[src/sv/otb_pkg.sv]
// Shared types and default sizes for the one-shot timer bank.
package otb_pkg;

  localparam int DEF_TIMER_SLOTS  = 16;
  localparam int DEF_FLAG_ID_BITS = 8;
  localparam int DEF_TIME_BITS    = 32;
  localparam int STAMP_BITS       = 16;

  typedef enum logic [1:0] {
    MODE_ARM    = 2'd0,
    MODE_CANCEL = 2'd1,
    MODE_TICK   = 2'd2
  } mode_t;

  typedef enum logic [1:0] {
    KIND_EXPIRE = 2'd0,
    KIND_CANCEL = 2'd1,
    KIND_REJECT = 2'd2
  } kind_t;

  typedef enum logic [1:0] {
    S_IDLE,
    S_WALK,
    S_EMIT
  } state_t;

endpackage

[src/sv/otb_slot_mem.sv]
// Slot memory: flag, remaining time and stamp per slot, one write and one registered read port.
module otb_slot_mem import otb_pkg::*; #(
  parameter int DEPTH = DEF_TIMER_SLOTS,
  parameter int AW    = 4,
  parameter int DW    = DEF_FLAG_ID_BITS + DEF_TIME_BITS + STAMP_BITS
) (
  input  logic          clk,
  input  logic          wr_en,
  input  logic [AW-1:0] wr_addr,
  input  logic [DW-1:0] wr_data,
  input  logic          rd_en,
  input  logic [AW-1:0] rd_addr,
  output logic [DW-1:0] rd_data
);

  logic [DW-1:0] mem [DEPTH];

  always_ff @(posedge clk) begin
    if (wr_en) begin
      mem[wr_addr] <= wr_data;
    end
  end

  always_ff @(posedge clk) begin
    if (rd_en) begin
      rd_data <= mem[rd_addr];
    end
  end

endmodule

[src/sv/otb_free_find.sv]
// Lowest free slot search over the armed bits.
module otb_free_find import otb_pkg::*; #(
  parameter int SLOTS = DEF_TIMER_SLOTS,
  parameter int AW    = 4
) (
  input  logic [SLOTS-1:0] armed,
  output logic             any_free,
  output logic [AW-1:0]    free_idx
);

  always_comb begin
    any_free = 1'b0;
    free_idx = '0;
    // scan downward so the lowest free slot wins
    for (int i = SLOTS - 1; i >= 0; i--) begin
      if (!armed[i]) begin
        any_free = 1'b1;
        free_idx = AW'(i);
      end
    end
  end

endmodule

[src/sv/one_shot_timer_bank.sv]
// Top level of the one-shot timer bank: control, armed bits and output register.
//
//   channel | valid     | stall     | payload
//   --------+-----------+-----------+-------------------------------
//   request | in_valid  | in_stall  | mode, flag_id, amount
//   event   | out_valid | out_stall | event_kind, event_flag, last
//
// An arm is taken in S_IDLE; an arm that finds the bank full also passes through S_EMIT to report the reject.
// Cancel and tick walk the slot memory one slot per cycle behind its registered
// read, unless a stalled output holds the walk; a request that ends in an event
// then passes through S_EMIT, where its event waits out any output stall.
// Reset (rst, synchronous) clears the armed bits and the arm counter; no clearing pass.
// A stalled event output holds the tick walk only when a second expiry must push an event out.
module one_shot_timer_bank import otb_pkg::*; #(
  parameter int TIMER_SLOTS  = DEF_TIMER_SLOTS,
  parameter int FLAG_ID_BITS = DEF_FLAG_ID_BITS,
  parameter int TIME_BITS    = DEF_TIME_BITS
) (
  input  logic                    clk,
  input  logic                    rst,
  input  logic                    in_valid,
  output logic                    in_stall,
  input  logic [1:0]              mode,
  input  logic [FLAG_ID_BITS-1:0] flag_id,
  input  logic [TIME_BITS-1:0]    amount,
  output logic                    out_valid,
  input  logic                    out_stall,
  output logic [1:0]              event_kind,
  output logic [FLAG_ID_BITS-1:0] event_flag,
  output logic                    last
);

  localparam int SLOT_W  = (TIMER_SLOTS > 1) ? $clog2(TIMER_SLOTS) : 1;
  localparam int ENTRY_W = FLAG_ID_BITS + TIME_BITS + STAMP_BITS;
  localparam logic [SLOT_W-1:0] LAST_SLOT = SLOT_W'(TIMER_SLOTS - 1);

  state_t state, state_next;

  logic [TIMER_SLOTS-1:0]  armed, armed_next;
  logic [STAMP_BITS-1:0]   arm_counter;
  logic                    op_tick;
  logic [FLAG_ID_BITS-1:0] op_flag;
  logic [TIME_BITS-1:0]    op_amount;
  logic [SLOT_W-1:0]       eval_idx;
  logic                    best_valid;
  logic [SLOT_W-1:0]       best_idx;
  logic [STAMP_BITS-1:0]   best_age;
  logic                    pend_valid;
  logic [FLAG_ID_BITS-1:0] pend_flag;
  kind_t                   res_kind;
  logic [FLAG_ID_BITS-1:0] res_flag;
  kind_t                   out_kind;

  logic                    any_free;
  logic [SLOT_W-1:0]       free_idx;
  logic                    mem_wr_en, mem_rd_en;
  logic [SLOT_W-1:0]       mem_wr_addr, mem_rd_addr;
  logic [ENTRY_W-1:0]      mem_wr_data, rd_data;

  logic [FLAG_ID_BITS-1:0] e_flag;
  logic [TIME_BITS-1:0]    e_rem;
  logic [STAMP_BITS-1:0]   e_stamp;
  logic [STAMP_BITS-1:0]   e_age;

  logic in_acc, out_free, start_walk, arm_ok, arm_full;
  logic slot_on, expire, match, take, walk_go, walk_done;
  logic push_pend, emit_go, cancel_hit;
  logic [SLOT_W-1:0] cancel_idx;

  otb_free_find #(.SLOTS(TIMER_SLOTS), .AW(SLOT_W)) u_free (
    .armed    (armed),
    .any_free (any_free),
    .free_idx (free_idx)
  );

  otb_slot_mem #(.DEPTH(TIMER_SLOTS), .AW(SLOT_W), .DW(ENTRY_W)) u_mem (
    .clk     (clk),
    .wr_en   (mem_wr_en),
    .wr_addr (mem_wr_addr),
    .wr_data (mem_wr_data),
    .rd_en   (mem_rd_en),
    .rd_addr (mem_rd_addr),
    .rd_data (rd_data)
  );

  assign e_stamp = rd_data[STAMP_BITS-1:0];
  assign e_rem   = rd_data[STAMP_BITS +: TIME_BITS];
  assign e_flag  = rd_data[STAMP_BITS + TIME_BITS +: FLAG_ID_BITS];
  assign e_age   = arm_counter - e_stamp;

  assign in_stall = (state != S_IDLE);
  assign in_acc   = in_valid && !in_stall;
  assign out_free = !out_valid || !out_stall;

  // control outputs
  always_comb begin
    start_walk = in_acc && (mode == MODE_CANCEL || mode == MODE_TICK);
    arm_ok     = in_acc && (mode == MODE_ARM) && any_free;
    arm_full   = in_acc && (mode == MODE_ARM) && !any_free;
    slot_on    = armed[eval_idx];
    expire     = op_tick && slot_on && (op_amount >= e_rem);
    match      = !op_tick && slot_on && (e_flag == op_flag);
    take       = match && (!best_valid || e_age < best_age);
    walk_go    = (state == S_WALK) && !(expire && pend_valid && !out_free);
    walk_done  = walk_go && (eval_idx == LAST_SLOT);
    push_pend  = walk_go && expire && pend_valid;
    emit_go    = (state == S_EMIT) && out_free;
    cancel_hit = walk_done && !op_tick && (best_valid || take);
    cancel_idx = take ? eval_idx : best_idx;

    mem_rd_en   = start_walk || (walk_go && !walk_done);
    mem_rd_addr = start_walk ? '0 : eval_idx + SLOT_W'(1);

    mem_wr_en   = arm_ok || (walk_go && op_tick && slot_on && !expire);
    mem_wr_addr = arm_ok ? free_idx : eval_idx;
    mem_wr_data = arm_ok ? {flag_id, amount, arm_counter}
                         : {e_flag, e_rem - op_amount, e_stamp};

    armed_next = armed;
    if (arm_ok) begin
      armed_next[free_idx] = 1'b1;
    end
    if (walk_go && expire) begin
      armed_next[eval_idx] = 1'b0;
    end
    if (cancel_hit) begin
      armed_next[cancel_idx] = 1'b0;
    end
  end

  // next state
  always_comb begin
    state_next = state;
    unique case (state)
      S_IDLE: begin
        if (arm_full) begin
          state_next = S_EMIT;
        end else if (start_walk) begin
          state_next = S_WALK;
        end
      end
      S_WALK: begin
        if (walk_done) begin
          if (op_tick) begin
            state_next = (expire || pend_valid) ? S_EMIT : S_IDLE;
          end else begin
            state_next = cancel_hit ? S_EMIT : S_IDLE;
          end
        end
      end
      S_EMIT: begin
        if (out_free) begin
          state_next = S_IDLE;
        end
      end
      default: state_next = S_IDLE;
    endcase
  end

  always_ff @(posedge clk) begin
    if (rst) begin
      state       <= S_IDLE;
      armed       <= '0;
      arm_counter <= '0;
      pend_valid  <= 1'b0;
      best_valid  <= 1'b0;
    end else begin
      state <= state_next;
      armed <= armed_next;
      if (arm_ok) begin
        arm_counter <= arm_counter + STAMP_BITS'(1);
      end
      if (start_walk || walk_done) begin
        pend_valid <= 1'b0;
        best_valid <= 1'b0;
      end else if (walk_go) begin
        if (expire) begin
          pend_valid <= 1'b1;
        end
        if (take) begin
          best_valid <= 1'b1;
        end
      end
    end
  end

  always_ff @(posedge clk) begin
    if (start_walk) begin
      op_tick   <= (mode == MODE_TICK);
      op_flag   <= flag_id;
      op_amount <= amount;
      eval_idx  <= '0;
    end else if (walk_go && !walk_done) begin
      eval_idx <= eval_idx + SLOT_W'(1);
    end
    if (walk_go && take) begin
      best_idx <= eval_idx;
      best_age <= e_age;
    end
    if (walk_go && expire) begin
      pend_flag <= e_flag;
    end
    // stage the final event of the request
    if (arm_full) begin
      res_kind <= KIND_REJECT;
      res_flag <= flag_id;
    end else if (walk_done) begin
      res_kind <= op_tick ? KIND_EXPIRE : KIND_CANCEL;
      res_flag <= op_tick ? (expire ? e_flag : pend_flag) : op_flag;
    end
  end

  // output register
  always_ff @(posedge clk) begin
    if (rst) begin
      out_valid <= 1'b0;
    end else if (push_pend || emit_go) begin
      out_valid <= 1'b1;
    end else if (!out_stall) begin
      out_valid <= 1'b0;
    end
  end

  always_ff @(posedge clk) begin
    if (push_pend) begin
      out_kind   <= KIND_EXPIRE;
      event_flag <= pend_flag;
      last       <= 1'b0;
    end else if (emit_go) begin
      out_kind   <= res_kind;
      event_flag <= res_flag;
      last       <= 1'b1;
    end
  end

  assign event_kind = out_kind;

  a_walk_no_arm: assert property (@(posedge clk) disable iff (rst)
    state == S_WALK |=> $countones(armed) <= $past($countones(armed)))
    else $error("armed count grew during a slot walk");

  a_arm_grows: assert property (@(posedge clk) disable iff (rst)
    arm_ok |=> $countones(armed) == $past($countones(armed)) + 1)
    else $error("successful arm did not take exactly one slot");

  a_idle_no_pend: assert property (@(posedge clk) disable iff (rst)
    state == S_IDLE |-> !pend_valid)
    else $error("expiry event left pending after walk");

  a_single_last: assert property (@(posedge clk) disable iff (rst)
    out_valid && out_kind != KIND_EXPIRE |-> last)
    else $error("cancel or reject event without last");

endmodule

[config.mk]
export PLATFORM = sky130hd
export DESIGN_NAME = one_shot_timer_bank
export DESIGN_NICKNAME = d
export VERILOG_FILES = /design/src/sv/otb_pkg.sv /design/src/sv/otb_slot_mem.sv /design/src/sv/otb_free_find.sv /design/src/sv/one_shot_timer_bank.sv
export SDC_FILE = /design/constraint.sdc
export NUM_CORES = 2
export LEC_CHECK = 0
export BUFFER_PORTS_ARGS = -buffer_cell sky130_fd_sc_hd__buf_2
export CAP_MARGIN = 25
export CORE_ASPECT_RATIO = 0.5
export CORE_UTILIZATION = 60
export CTS_BUF_LIST = sky130_fd_sc_hd__clkbuf_4
export DETAILED_ROUTE_END_ITERATION = 10
export PLACE_DENSITY = 0.76
export SYNTH_ARGS = -nofsm -noshare
export SYNTH_HDL_FRONTEND = slang
export SYNTH_HIERARCHICAL = 1
export SYNTH_SLANG_ARGS = --single-unit
[constraint.sdc]
create_clock -name clk -period 8.2 [get_ports clk]
set_input_delay 0.82 -clock clk [delete_from_list [all_inputs] [get_ports clk]]
set_output_delay 0.82 -clock clk [all_outputs]
set_load 0.02 [all_outputs]
==> metrics.md <==
| Metric | Value |
|---|---|
| First-pass GRT wire length | `around 140000 microns` |
| Area of the mapped netlist | `44300 sq um` |
| WS Path Type | `reg2reg` |
| Clk Latency, worst-skew pair | `1.02 ns` |
| Synth Flop Type | `edfxtp_1` |
| Setup violators final | `0` |
| Input/output buffers | `a little under 60` |
| Vias | `between 20k and 25k` |
| Total Wirelength | `approximately 95000 microns` |
| Critical Path Stages | `13` |
| EDFF count, synth | `1037` |
| Die H | `about 190 microns` |
| Most common cell after layout, fill and taps aside | `edfxtp_1` |
| Synth Area in Compound Gates | `under 10%` |
| Core area | `~73000 sq um` |
| Synth warnings | `6` |
| Worst hold stages | `2` |
| Cell Pwr Density | `around 310 nW/um^2` |
| Largest net degree at the start of global routing | `~130` |
| Unique masters post-synth | `between 70 and 80` |
| Post-Synth Adder-Cell Area | `a little over 2%` |
| Outcome | `finished clean` |
| DP Wirelength | `roughly 53000 microns` |
| Setup repair bufs after CTS | `0` |
| Number of antenna violations at the first check in global routing | `2` |
| Commonest cells after routing, fill and taps aside | `edfxtp_1, clkbuf_4, mux4_2` |
| MaxCap Viol Count | `0` |
| Max FO, Critical Path | `50` |
| GP Congestion | `about 0.83` |
| Initial Util | `60.6%` |
| Crit end category | `register` |
| Type of origin of the critical path | `register` |
| #FFs+latches synth | `around 1.1k` |
| Final std cells w/o fill | `around 3.9k` |
| Total power | `~15 mW` |
| Row count | `70` |
| P&R area growth vs syn | `11.5%` |
| Largest family of logic cells by synthesized area | `multiplexers` |
| H-tree Lvls | `4` |
| Min cycle time layout | `approximately 5.5 ns` |
| Slew Limit Fails | `0` |
| Final hold vios | `0` |
| Vias in the first global route | `roughly 24k` |
| Leak | `16.7 nW` |
| Via/cell ratio | `slightly above 6` |
| Synth Area in XOR/XNOR | `around 1.2%` |
| Register-to-Register Path Depth | `13` |
| Initial DRC count | `2760` |
| CTS tree | `built` |
| Setup TNS | `0 ns` |
| Post-Syn Area per Cell | `between 15 and 20 sq um` |
| CP most frequent cell | `o31ai_1` |
| Die width | `roughly 390 microns` |
| Inst Count DP | `3456` |
| TritonRoute pass-1 iters | `5` |
| Crit path arrival time | `about 6.1 ns` |
| Full die area | `approximately 75000 sq um` |
| RSZ-0062 raised after global routing | `false` |
| Residual DRC | `0` |
| Root Driver | `clkbuf_4` |
| Worst-path cell chain | `ha_1 -> fa_1 -> nor2b_1 -> o21ai_1 -> a21boi_1 -> o31ai_1 -> o22a_1 -> o211ai_2 -> a21oi_2 -> o31ai_1 -> or3b_2 -> nor3_2 -> buf_4` |
| Least-Margin Pin Slew | `1.09 ns` |
| Hold WS | `~0.18 ns` |
| Clk sinks | `between 1k and 1.5k` |
| Clock tree buffer depth | `3` |
| Peak Freq | `~0.18 GHz` |
| Final core utilization | `~68%` |
| Multiplexer share of the synthesized area | `12.1%` |
| NumNets Final | `between 2k and 3k` |
| Cell count after synthesis | `between 2k and 2.5k` |
| Global route overflow | `0` |
| Req. time, crit path | `8.81 ns` |
| CP max stage cell | `buf_4` |
| Antenna viol nets, final | `0` |
| Layout cell share with drive strength beyond 1 | `about 27%` |
| Sequential area share after synthesis | `just over 70%` |
| Clk_skew | `0.0711 ns` |
| Slew Limit Headroom | `between 20% and 30%` |
| Mapped Nets | `approximately 2.6k` |
| IO Pins | `59` |
| Clk pin slew, worst setup/hold paths | `about 0.08 ns` |
| VDD IR max | `0.341 mV` |
| Period utilisation layout | `roughly 66%` |
| Crit path buf inv count | `1` |
| GRT Total Usage | `25.9%` |
| Simple-gate area share of the yosys netlist | `under 10%` |
| Asr flop ratio synth | `0%` |
| Tightest Hold Check Type | `in2reg` |
| Inserted Clock Buffers | `around 220` |
| Top cell family by delay on the critical path | `compound AO/OA/AOI/OAI gates` |
| Max stage delay on crit path | `between 0.8 and 0.9 ns` |
| Drt wl/cell | `24.5 microns` |
==> stage by stage <==
stage | setup WS, ns | cell area (sq um)
global placement | 2.74 | 45900
CTS | 2.80 | 49300
floorplan | 0.850 | 44300
global route | 2.51 | 49400
detailed placement | 2.85 | 46000
finish | 2.75 | 49400
==> cell usage after synthesis (14+ instances only) <==
master	number	area (sq um)
a211oi_1	14	105
a21o_1	17	128
a21oi_1	73	365
a22oi_1	113	848
a31oi_1	14	87.6
buf_2	16	80.1
buf_6	18	203
clkbuf_1	66	248
dfxtp_1	46	921
edfxtp_1	1037	31100
ha_1	69	863
inv_1	103	387
mux4_2	229	5160
nand2_1	172	646
nand2b_1	16	100
nand3_1	19	95.1
nand4_1	19	119
nor2_1	95	357
nor2b_1	17	106
nor3_1	18	90.1
o21ai_0	66	330
xnor2_1	35	307
xor2_1	28	245
==> final cells by class <==
class | instances | area [sq um]
Fill cell | 4765 | 23700
Clock inverter | 58 | 389
Timing Repair Buffer | 178 | 1400
Multi-Input combinational cell | 1169 | 11400
Tap cell | 972 | 1220
Sequential cell | 1083 | 32100
Clock buffer | 329 | 2470
Inverter | 104 | 390
Antenna cell | 5 | 12.5
==> worst paths after layout <==
| check | from | to | slack, ns |
|---|---|---|---|
| setup reg to reg | op_amount[0] | u_mem/mem[0][3] | 2.75 |
| hold reg to reg | last | last | 0.44 |
| setup / recovery | op_amount[0] | u_mem/mem[0][3] | 2.75 |
| hold / removal | mode[1] | op_tick | 0.18 |
==> logic make-up (layout without fill, tap and decap cells) <==
| logic type | after synthesis | in the layout |
|---|---|---|
| mux | 247 | 247 |
| buf+inv | 213 | 669 |
| flops | 1083 | 1083 |
| simple gates | 409 | 409 |
| other cells | 0 | 5 |
| fa+ha+maj | 71 | 71 |
| xor+xnor | 63 | 63 |
| compound gates | 379 | 379 |
==> layer usage <==
layer	GRT usage [%]	part of all wire (%)	wire length [microns]
met5	0	0	0
met4	7.48	1.8	1680
met2	38.1	46	43400
met1	38.9	42	39700
met3	6.48	11	10500
==> sequential cells by signal (all words and copies together), names as in the netlist, 2 cells and up <==
name           cells
res_kind           2
arm_counter       16
op_amount         32
pend_flag          8
res_flag           8
armed             16
op_flag            8
event_flag         8
state              2
event_kind         2
best_age          16
u_mem/mem        896
eval_idx           4
u_mem/rd_data     56
best_idx           4
==> worst register-to-register path, cell delays in order (launching register included) <==
cell      delay [ns]
edfxtp_1        0.37
ha_1            0.23
fa_1            0.40
nor2b_1         0.13
o21ai_1         0.08
a21boi_1        0.29
o31ai_1         0.22
o22a_1          0.27
o211ai_2        0.36
a21oi_2         0.22
o31ai_1         0.48
or3b_2          0.61
nor3_2          0.51
buf_4           0.84
==> what timing repair did <==
action / 4_1_cts / 5_1_grt
gates resized for setup: 0 / 0
hold buffers: 40 / 0
endpoints found under the setup margin: 0 / 0
hold endpoints to repair: 40 / 0
==> where the power goes <==
| group | switching [mW] | internal [mW] | total, mW |
|---|---|---|---|
| Combinational | 2.41 | 1.73 | 4.14 |
| Sequential | 0.0981 | 7.08 | 7.18 |
| Clock | 2.00 | 1.99 | 3.99 |
Note: power is estimated with default switching activity, not from simulation.
